<file path="src/rtl/maf_pkg.sv">
// Constants for the moving average filter: window, field widths and the
// reciprocal used for the divide by the window length. No dependencies.
package maf_pkg;

  localparam int WINDOW   = 10;
  localparam int SAMPLE_W = 12;
  localparam int MEAN_W   = 16;

  localparam int PTR_W = (WINDOW > 1) ? $clog2(WINDOW) : 1;
  localparam int SUM_W = $clog2(WINDOW * ((1 << SAMPLE_W) - 1) + 1);

  // sum*16/WINDOW as (sum*16 * RECIP) >> DIV_S, exact for DIV_N-bit operands
  localparam int DIV_N   = SUM_W + 4;
  localparam int DIV_S   = DIV_N + $clog2(WINDOW);
  localparam int RECIP_W = DIV_N + 1;
  localparam longint RECIP_L = ((64'(1) << DIV_S) + WINDOW - 1) / WINDOW;
  localparam logic [RECIP_W-1:0] RECIP = RECIP_W'(RECIP_L);
  localparam int PROD_W  = DIV_S + MEAN_W;

endpackage

</file>
<file path="src/rtl/moving_average_filter_core.sv">
// Moving average filter core: sample ring in RAM, running sum, scaled mean.
// Depends on maf_pkg and maf_ram.
//
// Usage:
// - Input channel in_valid/in_stall/in_sample: one 12-bit converter code per
//   beat, taken at an edge with in_valid high and in_stall low.
// - Output channel out_valid/out_stall/out_mean_q4: one beat per input beat,
//   the mean of the last WINDOW samples in unsigned 12.4, truncated.
// - Order: a taken sample is registered with its ring read, then the sum
//   update is registered, then the reciprocal multiply drives out_*.
// - Throughput: one beat per cycle while in_stall is low; the ring RAM is
//   read once per input and written once per sum update, each on its own port.
// - Reset: clears the pointer, the sum and the per-entry valid bits, so the
//   ring reads as zeros and the first WINDOW-1 results average in zeros.
//   No clearing pass; beats are taken right after reset.
// - Stall: out_stall holds the output beat; the three stages keep filling,
//   and in_stall rises only once all of them hold a beat.
module moving_average_filter_core (
  input  logic                         clk,
  input  logic                         rst_n,
  input  logic                         in_valid,
  output logic                         in_stall,
  input  logic [maf_pkg::SAMPLE_W-1:0] in_sample,
  output logic                         out_valid,
  input  logic                         out_stall,
  output logic [maf_pkg::MEAN_W-1:0]   out_mean_q4
);

  logic                         in_fire;
  logic [maf_pkg::PTR_W-1:0]    ptr_r;
  logic [maf_pkg::PTR_W-1:0]    ptr_nxt;

  logic                         s1_vld_r;
  logic [maf_pkg::PTR_W-1:0]    s1_slot_r;
  logic [maf_pkg::SAMPLE_W-1:0] s1_smp_r;
  logic                         s2_vld_r;
  logic [maf_pkg::SUM_W-1:0]    s2_sum_r;
  logic                         out_vld_r;
  logic [maf_pkg::PROD_W-1:0]   prod_r;
  logic [maf_pkg::PROD_W-1:0]   prod_nxt;

  logic                         rdy1;
  logic                         rdy2;
  logic                         rdy3;
  logic                         s1_adv;

  logic [maf_pkg::WINDOW-1:0]   ent_vld_r;
  logic [maf_pkg::SAMPLE_W-1:0] ram_rdata;
  logic [maf_pkg::SAMPLE_W-1:0] old_smp;
  logic [maf_pkg::SUM_W-1:0]    sum_r;
  logic [maf_pkg::SUM_W-1:0]    sum_nxt;

  assign rdy3     = !out_vld_r || !out_stall;
  assign rdy2     = !s2_vld_r || rdy3;
  assign rdy1     = !s1_vld_r || rdy2;
  assign in_stall = !rdy1;
  assign in_fire  = in_valid && rdy1;
  assign s1_adv   = s1_vld_r && rdy2;

  // pointer advances before the write; stray values wrap to zero
  assign ptr_nxt = (ptr_r >= maf_pkg::PTR_W'(maf_pkg::WINDOW - 1)) ? '0 : ptr_r + 1'b1;

  maf_ram #(
    .WIDTH  (maf_pkg::SAMPLE_W),
    .DEPTH  (maf_pkg::WINDOW),
    .ADDR_W (maf_pkg::PTR_W)
  ) u_ring (
    .clk   (clk),
    .we    (s1_adv),
    .waddr (s1_slot_r),
    .wdata (s1_smp_r),
    .re    (in_fire),
    .raddr (ptr_nxt),
    .rdata (ram_rdata)
  );

  // entries not written since reset read as zero
  assign old_smp = ent_vld_r[s1_slot_r] ? ram_rdata : '0;
  assign sum_nxt = sum_r - maf_pkg::SUM_W'(old_smp) + maf_pkg::SUM_W'(s1_smp_r);
  assign prod_nxt = maf_pkg::PROD_W'({s2_sum_r, 4'b0000}) *
                    maf_pkg::PROD_W'(maf_pkg::RECIP);

  always_ff @(posedge clk) begin
    if (!rst_n) begin
      ptr_r     <= '0;
      sum_r     <= '0;
      ent_vld_r <= '0;
      s1_vld_r  <= 1'b0;
      s2_vld_r  <= 1'b0;
      out_vld_r <= 1'b0;
    end else begin
      if (in_fire) begin
        ptr_r <= ptr_nxt;
      end
      if (rdy1) begin
        s1_vld_r <= in_valid;
      end
      if (rdy2) begin
        s2_vld_r <= s1_vld_r;
      end
      if (rdy3) begin
        out_vld_r <= s2_vld_r;
      end
      if (s1_adv) begin
        sum_r                <= sum_nxt;
        ent_vld_r[s1_slot_r] <= 1'b1;
      end
    end
  end

  always_ff @(posedge clk) begin
    if (in_fire) begin
      s1_slot_r <= ptr_nxt;
      s1_smp_r  <= in_sample;
    end
    if (s1_adv) begin
      s2_sum_r <= sum_nxt;
    end
    if (rdy3 && s2_vld_r) begin
      prod_r <= prod_nxt;
    end
  end

  assign out_valid   = out_vld_r;
  assign out_mean_q4 = prod_r[maf_pkg::DIV_S +: maf_pkg::MEAN_W];

endmodule

</file>
<file path="src/rtl/maf_ram.sv">
// Generic single-write, single-read RAM with a registered read port.
// Stand-alone; no package dependencies.
module maf_ram #(
  parameter int WIDTH  = 8,
  parameter int DEPTH  = 16,
  parameter int ADDR_W = (DEPTH > 1) ? $clog2(DEPTH) : 1
) (
  input  logic              clk,
  input  logic              we,
  input  logic [ADDR_W-1:0] waddr,
  input  logic [WIDTH-1:0]  wdata,
  input  logic              re,
  input  logic [ADDR_W-1:0] raddr,
  output logic [WIDTH-1:0]  rdata
);

  logic [WIDTH-1:0] mem [DEPTH];
  logic [WIDTH-1:0] rdata_r;

  always_ff @(posedge clk) begin
    if (we) begin
      mem[waddr] <= wdata;
    end
    if (re) begin
      rdata_r <= mem[raddr];
    end
  end

  assign rdata = rdata_r;

endmodule

</file>
<file path="config.mk">
export PLATFORM = sky130hd
export DESIGN_NAME = moving_average_filter_core
export DESIGN_NICKNAME = d
export VERILOG_FILES = /design/src/rtl/maf_pkg.sv /design/src/rtl/moving_average_filter_core.sv /design/src/rtl/maf_ram.sv
export SDC_FILE = /design/constraint.sdc
export NUM_CORES = 1
export LEC_CHECK = 0
export BUFFER_PORTS_ARGS = -buffer_cell sky130_fd_sc_hd__clkbuf_2
export CORE_ASPECT_RATIO = 0.75
export CORE_MARGIN = 5
export CORE_UTILIZATION = 35
export DETAILED_ROUTE_END_ITERATION = 8
export GPL_TIMING_DRIVEN = 0
export PLACE_DENSITY_LB_ADDON = 0.15
export RECOVER_POWER = 25
export SYNTH_ARGS = -nofsm -noshare
export SYNTH_HDL_FRONTEND = slang
export SYNTH_SLANG_ARGS = --single-unit
export TNS_END_PERCENT = 30
</file>
<file path="constraint.sdc">
create_clock -name clk -period 8.6 [get_ports clk]
set_input_delay 1.29 -clock clk [delete_from_list [all_inputs] [get_ports clk]]
set_output_delay 1.29 -clock clk [all_outputs]
set_load 0.02 [all_outputs]
</file>
==> metrics, run 1 <==
final antenna-violating net count 0; top cells by area, synth edfxtp_1, fa_1, ha_1; Crit Path Category flip-flop to flip-flop; # rows 62; Post-CTS Hold Buffers 0; number of CTS-inserted buffers 24; commonest cells in the netlist inv_1, edfxtp_1, ha_1, nand2_1, fa_1; clk_skew 0.01246 ns; RSZ-0062 raised after global routing no; hold worst-path end sum_r[3]$_SDFFE_PN0P_; Seq cells post-synth 213; placed wire-length estimate 26.19 mm; vias per cell roughly 4.9; drt pass-1 iters 7; Die X roughly 240 um; Reg2Reg Setup Slack 2.43 ns; H-tree levels 1; initial antenna violation count 0; Post-synth EDFFs 180; Synth-to-Final Area Change 12.39%; Clock Latency Late Sink 0.53 ns; Hold Path Depth 2; Worst Path Buf+Inv 4; Crit path arrival time 6.43 ns; delay-heaviest family, CP adder cells; initial core utilization 35.64%; reg2reg start s2_sum_r[7]$_DFFE_PP_; routed len/inst 17.78 um; Worst Max-Slew Pin Slew 1.288 ns; Global Route Usage Sum 15.28%; Avg Cell Area, Syn ~11 um^2; DR WL met2 12.57 mm; Final Cycle Share approximately 72%; total grt overflow 0; Die H about 180 um; wire length on met3 1.619 mm; CTS root buf clkbuf_16; number of I/O pins 34; Worst-path clk slew 0.06 ns; Worst Setup End Kind flip-flop; layout cells sized above 1 9.506%; number of setup violations in the final report 0; min cycle time layout between 6 and 7 ns; Total Nets Final 1565; Reg2Reg Depth 18; FF-to-FF End prod_r[39]$_DFFE_PP_; CORE AREA 38550 um^2; YS warnings 0; post-CTS sizing 0; Max-Cap Viols 0; first-pass GRT wire length between 50 and 60 mm; syn nets around 1500; largest net degree at the start of global routing 29; worst hold start sum_r[3]$_SDFFE_PN0P_; crit-path cells ha_1, inv_1, fa_1, inv_1, fa_1, fa_1, inv_1, fa_1, fa_1, inv_1, ha_1, and3_2, o21a_1, a311oi_1, o21ai_1, o31ai_2, mux2_1, o311ai_1; Top FF cell, synth edfxtp_1; Hold WC Path Type flip-flop to flip-flop; Post-CTS Setup Inserts 0; post-synth top area cell edfxtp_1; sequential area share after synthesis 44.14%; Die ar. 43370 um^2; top-area cell type share of the netlist area 39.33%; final hold viol count 0; gpl congestion 0.8652; final setup TNS 0 ns; wl on met1 18.18 mm; Fmax 0.1620 GHz; Clock Sinks between 200 and 250; post-synthesis cell type count 67; drt drc 0; cell mode on critical path fa_1; Synth async-reset ratio 0%; CTS tree yes; Routed WL about 33 mm; top-count cell post-synth inv_1; initial drt markers 549; vias in the first global route 9236; Worst slew margin 14.11%; Pins Over Slew Limit 0; Vias about 9000; outcome completed; Top Metal Used met4; IO Port Bufs 33; Critical Path Max Stage Delay around 0.60 ns; Post-Syn Area approximately 14000 um^2; Max FO, Critical Path 7; Cells after Synth 1247; number of antenna repair diodes 0; critical path launch point type flip-flop; clock tree buffer depth 3; Slowest-stage cell, CP edfxtp_1; CP required 8.85 ns
## cell type report
class | instances | area, um^2
Tap cell | 512 | 640.6
Multi-Input combinational cell | 774 | 6704
Timing Repair Buffer | 46 | 282.8
Fill cell | 3781 | 23110
Inverter | 220 | 825.8
Clock inverter | 13 | 95.09
Clock buffer | 30 | 644.4
Sequential cell | 213 | 6066
Buffer | 40 | 186.4
## tightest hold or removal path: cells and delay by family (launching register included)
| kind | cells | cell delay (ns) |
|---|---|---|
| and+or+nand+nor | 1 | 0.05 |
| AOI/OAI and AO/OA | 1 | 0.05 |
| DFF | 1 | 0.31 |
## per-stage QoR
stage | std cells | setup WS [ns] | cell area, um^2 | util [%] | hold slack [ns]
CTS | 1847 | 2.353 | 15420 | 39.99 | 0.4560
detailed placement | 1804 | 2.388 | 14680 | 38.08 | 0.4473
floorplan | 1247 | 3.148 | 13740 | - | 0.4348
global route | 1848 | 2.113 | 15440 | 40.06 | 0.4874
global placement | 1792 | 2.403 | 14550 | 37.73 | 0.4461
finish | 1848 | 2.426 | 15440 | 40.06 | 0.4558
## sequential cells by signal, summed over array words and instances (netlist names)
| name | flops |
|---|---|
| out_valid | 1 |
| s1_slot_r | 4 |
| s2_vld_r | 1 |
| s2_sum_r | 16 |
| s1_vld_r | 1 |
| prod_r | 16 |
| sum_r | 16 |
| u_ring.mem | 120 |
| ent_vld_r | 10 |
| s1_smp_r | 12 |
| u_ring.rdata | 12 |
| ptr_r | 4 |
## cell usage in the layout (no fill, tap or decap), types with 4 or more instances in the layout
cell type / instances
o22ai_1: 26
clkbuf_16: 25
edfxtp_1: 180
clkbuf_2: 34
clkinv_2: 6
clkbuf_1: 25
nor3_1: 9
buf_4: 14
nor2_1: 58
ha_1: 141
a21o_1: 13
a31oi_1: 16
o211ai_1: 9
buf_1: 4
clkinv_1: 6
inv_1: 216
o21ai_1: 5
a311oi_1: 13
xor2_1: 13
nand4_1: 10
a211oi_1: 9
dfxtp_1: 33
o21a_1: 9
xnor2_1: 20
o21ai_0: 19
fa_1: 89
nand2_1: 133
buf_2: 10
nand3_1: 7
and2_1: 14
mux2i_1: 4
a21oi_1: 80
and3_1: 13
nand2b_1: 4
## worst max path at each step
stage / start / end / slack (ns) / depth (start not counted)
2_1_floorplan: s2_sum_r[5]$_DFFE_PP_ / prod_r[39]$_DFFE_PP_ / 3.15 / 19
3_3_place_gp: s2_sum_r[7]$_DFFE_PP_ / prod_r[39]$_DFFE_PP_ / 2.40 / 18
3_5_place_dp: s2_sum_r[7]$_DFFE_PP_ / prod_r[39]$_DFFE_PP_ / 2.39 / 18
4_1_cts: s2_sum_r[7]$_DFFE_PP_ / prod_r[39]$_DFFE_PP_ / 2.35 / 18
5_1_grt: s2_sum_r[7]$_DFFE_PP_ / prod_r[39]$_DFFE_PP_ / 2.11 / 18
6_report: s2_sum_r[7]$_DFFE_PP_ / prod_r[39]$_DFFE_PP_ / 2.43 / 18
## per-layer routing
metal | GRT usage (%) | vias to the layer above
met5 | 0 | -
met2 | 21.05 | 178
met1 | 25.30 | 4351
li1 | - | 4432
met3 | 2.335 | 33
met4 | 2.593 | 0
## logic make-up (layout without fill, tap and decap cells)
family	count (synthesis)	after routing	synth area share [%]
buffers and inverters	260	349	7.366
AND/OR/NAND/NOR	278	278	9.196
AO/OA/AOI/OAI	226	226	10.69
adder cells (fa/ha/maj)	230	230	25.80
flip-flops	213	213	44.14
XOR/XNOR	33	33	2.103
multiplexers	7	7	0.7011
Power of run 1 is not shown: default switching activity piles up to over one toggle a cycle in this logic, so the estimate is an artifact.
==> run 2, diff against run 1 <==
Clock period 8.6 ns to 5.7 ns, I/O delays scaled along.
==> metrics, run 2 (same netlist as run 1, synthesis figures left out) <==
CP required 5.96 ns; most common cell after layout, fill and taps aside inv_1; placed wire-length estimate approximately 26 mm; routed len/inst roughly 18 um; total grt overflow 0; fill count ~3700; Final Cycle Share 97.52%; Worst slew margin 12.33%; layout cells sized above 1 15.31%; H-tree levels 1; Clock Latency Late Sink 0.53 ns; first-pass GRT wire length around 53 mm; final hold viol count 0; Clock Sinks 213; Max-Cap Viols 0; Vias 9136; Fmax 0.1799 GHz; initial core utilization 35.64%; leading cell types in the layout, fill and taps excluded inv_1, edfxtp_1, nand2_1; Worst Setup End Kind flip-flop; vias per cell 4.867; Pins Over Slew Limit 0; number of CTS-inserted buffers 24; final antenna-violating net count 0; number of setup violations in the final report 0; Total Nets Final around 1600; Max FO, Critical Path 7; outcome completed; clk_skew 0.01179 ns; vias in the first global route about 9400; Crit Path Category flip-flop to flip-flop; CTS tree yes; number of I/O pins 34; Synth-to-Final Area Change 16.61%; initial drt markers 508; crit-path cells ha_4, inv_2, fa_1, inv_2, fa_2, inv_2, fa_1, fa_1, fa_2, inv_2, ha_4, a21o_1, a211o_1, nor2b_2, or3_4, a211oi_2, xnor2_1; drt drc 0; # rows 62; Hold WC Path Type flip-flop to flip-flop; number of antenna repair diodes 0; Routed WL 33.51 mm; Worst-path clk slew 0.06 ns; min cycle time layout 5.559 ns; Worst Path Buf+Inv 4; cell mode on critical path inv_2; Die H 181.6 um; Worst Max-Slew Pin Slew 1.315 ns; clock tree buffer depth 3; Die X 238.8 um; IO Port Bufs 33; drt pass-1 iters 5; delay-heaviest family, CP adder cells; Die ar. 43370 um^2; critical path launch point type flip-flop; gpl congestion 0.8652; Largest Register u_ring.mem; final non-filler cell total 1877; Post-CTS Hold Buffers 0; CTS root buf clkbuf_16; CORE AREA 38550 um^2; max reg flops 120; Crit path arrival time 5.82 ns; Critical Path Max Stage Delay 0.62 ns; largest net degree at the start of global routing 29; Slowest-stage cell, CP fa_2; initial antenna violation count 0; Placed Cells 1804; RSZ-0062 raised after global routing yes; Global Route Usage Sum 15.45%
-- run 2: cell types whose count changed in the layout (fill, tap and decap cells not counted), sizes merged --
cell and delta:
buf +29
-- run 2: cell type report --
class                      instances  area (um^2)  share of cell area (%)
timing repair buffer              76        519.2                   3.240
buffer                            39        175.2                   1.093
clock inverter                    13        95.09                  0.5934
inverter                         220        825.8                   5.153
sequential                       213         6066                   37.85
tap                              512        640.6                   3.998
multi-input combinational        774         7058                   44.05
clock buffer                      30        644.4                   4.021
-- run 2: worst min-delay path, stage by stage (launching register included) --
cell and delay (ns):
dfxtp_1 0.31, nand2_1 0.05, a21oi_1 0.05
-- run 2: repair_timing --
action	4_1_cts	5_1_grt
resized for setup	18	50
pin swaps	11	43
endpoints found under the setup margin	11	11
setup buffers	12	18
-- run 2: final timing paths --
check	from	end	slack, ns	cells after the start
worst min-delay path	sum_r[3]$_SDFFE_PN0P_	sum_r[3]$_SDFFE_PN0P_	0.46	2
worst min register to register	sum_r[3]$_SDFFE_PN0P_	sum_r[3]$_SDFFE_PN0P_	0.46	2
worst max register to register	s2_sum_r[2]$_DFFE_PP_	prod_r[38]$_DFFE_PP_	0.14	17
worst max-delay path	s2_sum_r[2]$_DFFE_PP_	prod_r[38]$_DFFE_PP_	0.14	17
-- run 2: routing by layer --
layer	share of wire, %	GRT usage [%]	up-vias
li1	-	-	4491
met1	55	25.34	4417
met2	39	21.59	190
met3	4.9	2.335	38
met4	1.6	2.593	0
met5	0	0	-
-- run 2: through the flow --
stage / worst slack (ns) / area, um^2 / hold slack (ns) / utilization (%) / TNS, ns
after floorplan: 0.2477 / 13740 / 0.4348 / - / 0
after global placement: -0.4969 / 14550 / 0.4461 / 37.73 / -1.536
after detailed placement: -0.5123 / 14680 / 0.4473 / 38.08 / -1.759
after CTS: -0.0001106 / 15600 / 0.4560 / 40.47 / -0.0001106
after global routing: -0.03837 / 16020 / 0.4827 / 41.56 / -0.1468
final: 0.1412 / 16020 / 0.4559 / 41.56 / 0
Power of run 2 is left out for the same reason.
==> run 3, diff against run 2 <==
Settings changed: CORE_UTILIZATION 35 to 64.
==> metrics, run 3 (same netlist as run 1, synthesis figures left out) <==
CTS tree yes; drt pass-1 iters 5; critical path launch point type flip-flop; final antenna-violating net count 0; crit path from s2_sum_r[1]$_DFFE_PP_; Die X around 180 um; met1 usage 41.62%; total grt overflow 0; Worst Max-Slew Pin Slew 1.354 ns; Max-Cap Viols 0; met2 Use GR 35.54%; H-tree levels 1; Clock Latency Late Sink 0.50 ns; reg2reg start s2_sum_r[1]$_DFFE_PP_; Worst-path clk slew 0.06 ns; final setup TNS 0 ns; Global Route Usage Sum 25.65%; Reg2Reg Depth 17; Hold WS 0.4564 ns; min cycle time layout 5.604 ns; Synth-to-Final Area Change 13.81%; Final Cycle Share 98.31%; outcome completed; vias in the first global route around 9000; most common cell after layout, fill and taps aside inv_1; GR peak layer met1; placed wire-length estimate 23.56 mm; Fmax approximately 0.18 GHz; Crit Path Category flip-flop to flip-flop; number of I/O pins 34; vias per cell approximately 5.8; Hold Path Depth 2; Worst Setup End Kind flip-flop; crit path to prod_r[32]$_DFFE_PP_; layout cells sized above 1 approximately 14%; CP required around 5.9 ns; Total Nets Final 1588; Max FO, Critical Path 7; max reg flops 120; initial core utilization 65.06%; gpl congestion 0.9183; leading cell types in the layout, fill and taps excluded inv_1, edfxtp_1, nand2_1; number of setup violations in the final report 0; Reg2Reg Setup Slack 0.1 ns; Routed WL 31.14 mm; clk_skew 0.01410 ns; Crit path arrival time 5.82 ns; routed len/inst 18.94 um; Pins Over Slew Limit 0; clock tree buffer depth 3; # rows 46; initial antenna violation count 0; CORE AREA 21120 um^2; Vias 9536; fill count approximately 1400; number of CTS-inserted buffers 21; final hold viol count 0; Largest Register u_ring.mem; Die H ~140 um; initial drt markers 857; Worst slew margin 9.659%; FF-to-FF End prod_r[32]$_DFFE_PP_; Die ar. 24530 um^2; Clock Sinks between 200 and 250; number of antenna repair diodes 0; IO Port Bufs 33; Hold WC Path Type flip-flop to flip-flop; first-pass GRT wire length 48.27 mm; drt drc 0; largest net degree at the start of global routing 29; final core occ around three quarters; GR Layer Usage met3 6.214%; CTS root buf clkbuf_16
## run 3: changes by cell type in the layout (fill, tap and decap cells not counted), moves of 2 or more
| cell | before | now |
|---|---|---|
| buf_4 | 41 | 38 |
| bufinv_16 | 1 | 4 |
| clkbuf_1 | 25 | 22 |
| clkbuf_16 | 25 | 21 |
| clkinv_2 | 6 | 1 |
| fa_1 | 80 | 84 |
| fa_2 | 9 | 5 |
| inv_1 | 205 | 208 |
| inv_2 | 13 | 11 |
| o31ai_4 | 2 | 0 |
## run 3: critical path, cell delays in order, from the launching register on
cell and delay, ns:
edfxtp_1 0.45, ha_4 0.30, inv_2 0.04, fa_1 0.56, inv_2 0.07, fa_2 0.58, inv_2 0.05, fa_1 0.47
fa_1 0.53, fa_1 0.60, inv_2 0.06, ha_4 0.24, a21o_1 0.17, a211o_1 0.31, nor2b_2 0.15, or3_4 0.40
mux2i_1 0.19, o211ai_1 0.14
## run 3: worst min-delay path by stage
stage / startpoint / end / slack (ns)
after global placement: sum_r[0]$_SDFFE_PN0P_ / sum_r[0]$_SDFFE_PN0P_ / 0.44
after detailed placement: sum_r[0]$_SDFFE_PN0P_ / sum_r[0]$_SDFFE_PN0P_ / 0.45
after CTS: sum_r[0]$_SDFFE_PN0P_ / sum_r[0]$_SDFFE_PN0P_ / 0.46
final: sum_r[0]$_SDFFE_PN0P_ / sum_r[0]$_SDFFE_PN0P_ / 0.46
after global routing: sum_r[7]$_SDFFE_PN0P_ / sum_r[7]$_SDFFE_PN0P_ / 0.49
after floorplan: ent_vld_r[2]$_SDFFE_PN0P_ / ent_vld_r[2]$_SDFFE_PN0P_ / 0.43
## run 3: per-layer routing
metal  vias to the layer above  wire [um]
met5                         -          0
met4                         0        336
met3                        30       3364
met2                       467      12690
met1                      4572      14750
li1                       4467          -
## run 3: cell type report
| class | instances | area (um^2) | share of cell area, % |
|---|---|---|---|
| Multi-Input combinational cell | 774 | 7000 | 44.76 |
| Sequential cell | 213 | 6066 | 38.78 |
| Inverter | 220 | 825.8 | 5.280 |
| Clock buffer | 23 | 533.0 | 3.408 |
| Timing Repair Buffer | 73 | 491.7 | 3.144 |
| Tap cell | 288 | 360.3 | 2.304 |
| Clock inverter | 14 | 187.7 | 1.200 |
| Buffer | 39 | 175.2 | 1.120 |
## run 3: what timing repair did
| action | in CTS | in global routing |
|---|---|---|
| gates cloned | 0 | 0 |
| setup endpoints to repair | 7 | 10 |
| pin swaps | 8 | 31 |
| buffers inserted | 11 | 19 |
| gates resized for setup | 12 | 43 |
| hold buffers | 0 | 0 |
## run 3: metrics by stage
stage	instance area, um^2	cells	setup slack, ns
global route	15640	1644	-0.04108
global placement	14270	1568	-0.1729
floorplan	13740	1247	0.2477
finish	15640	1644	0.09615
CTS	15260	1625	0.002174
detailed placement	14380	1577	-0.1941
Power of run 3 is left out for the same reason.
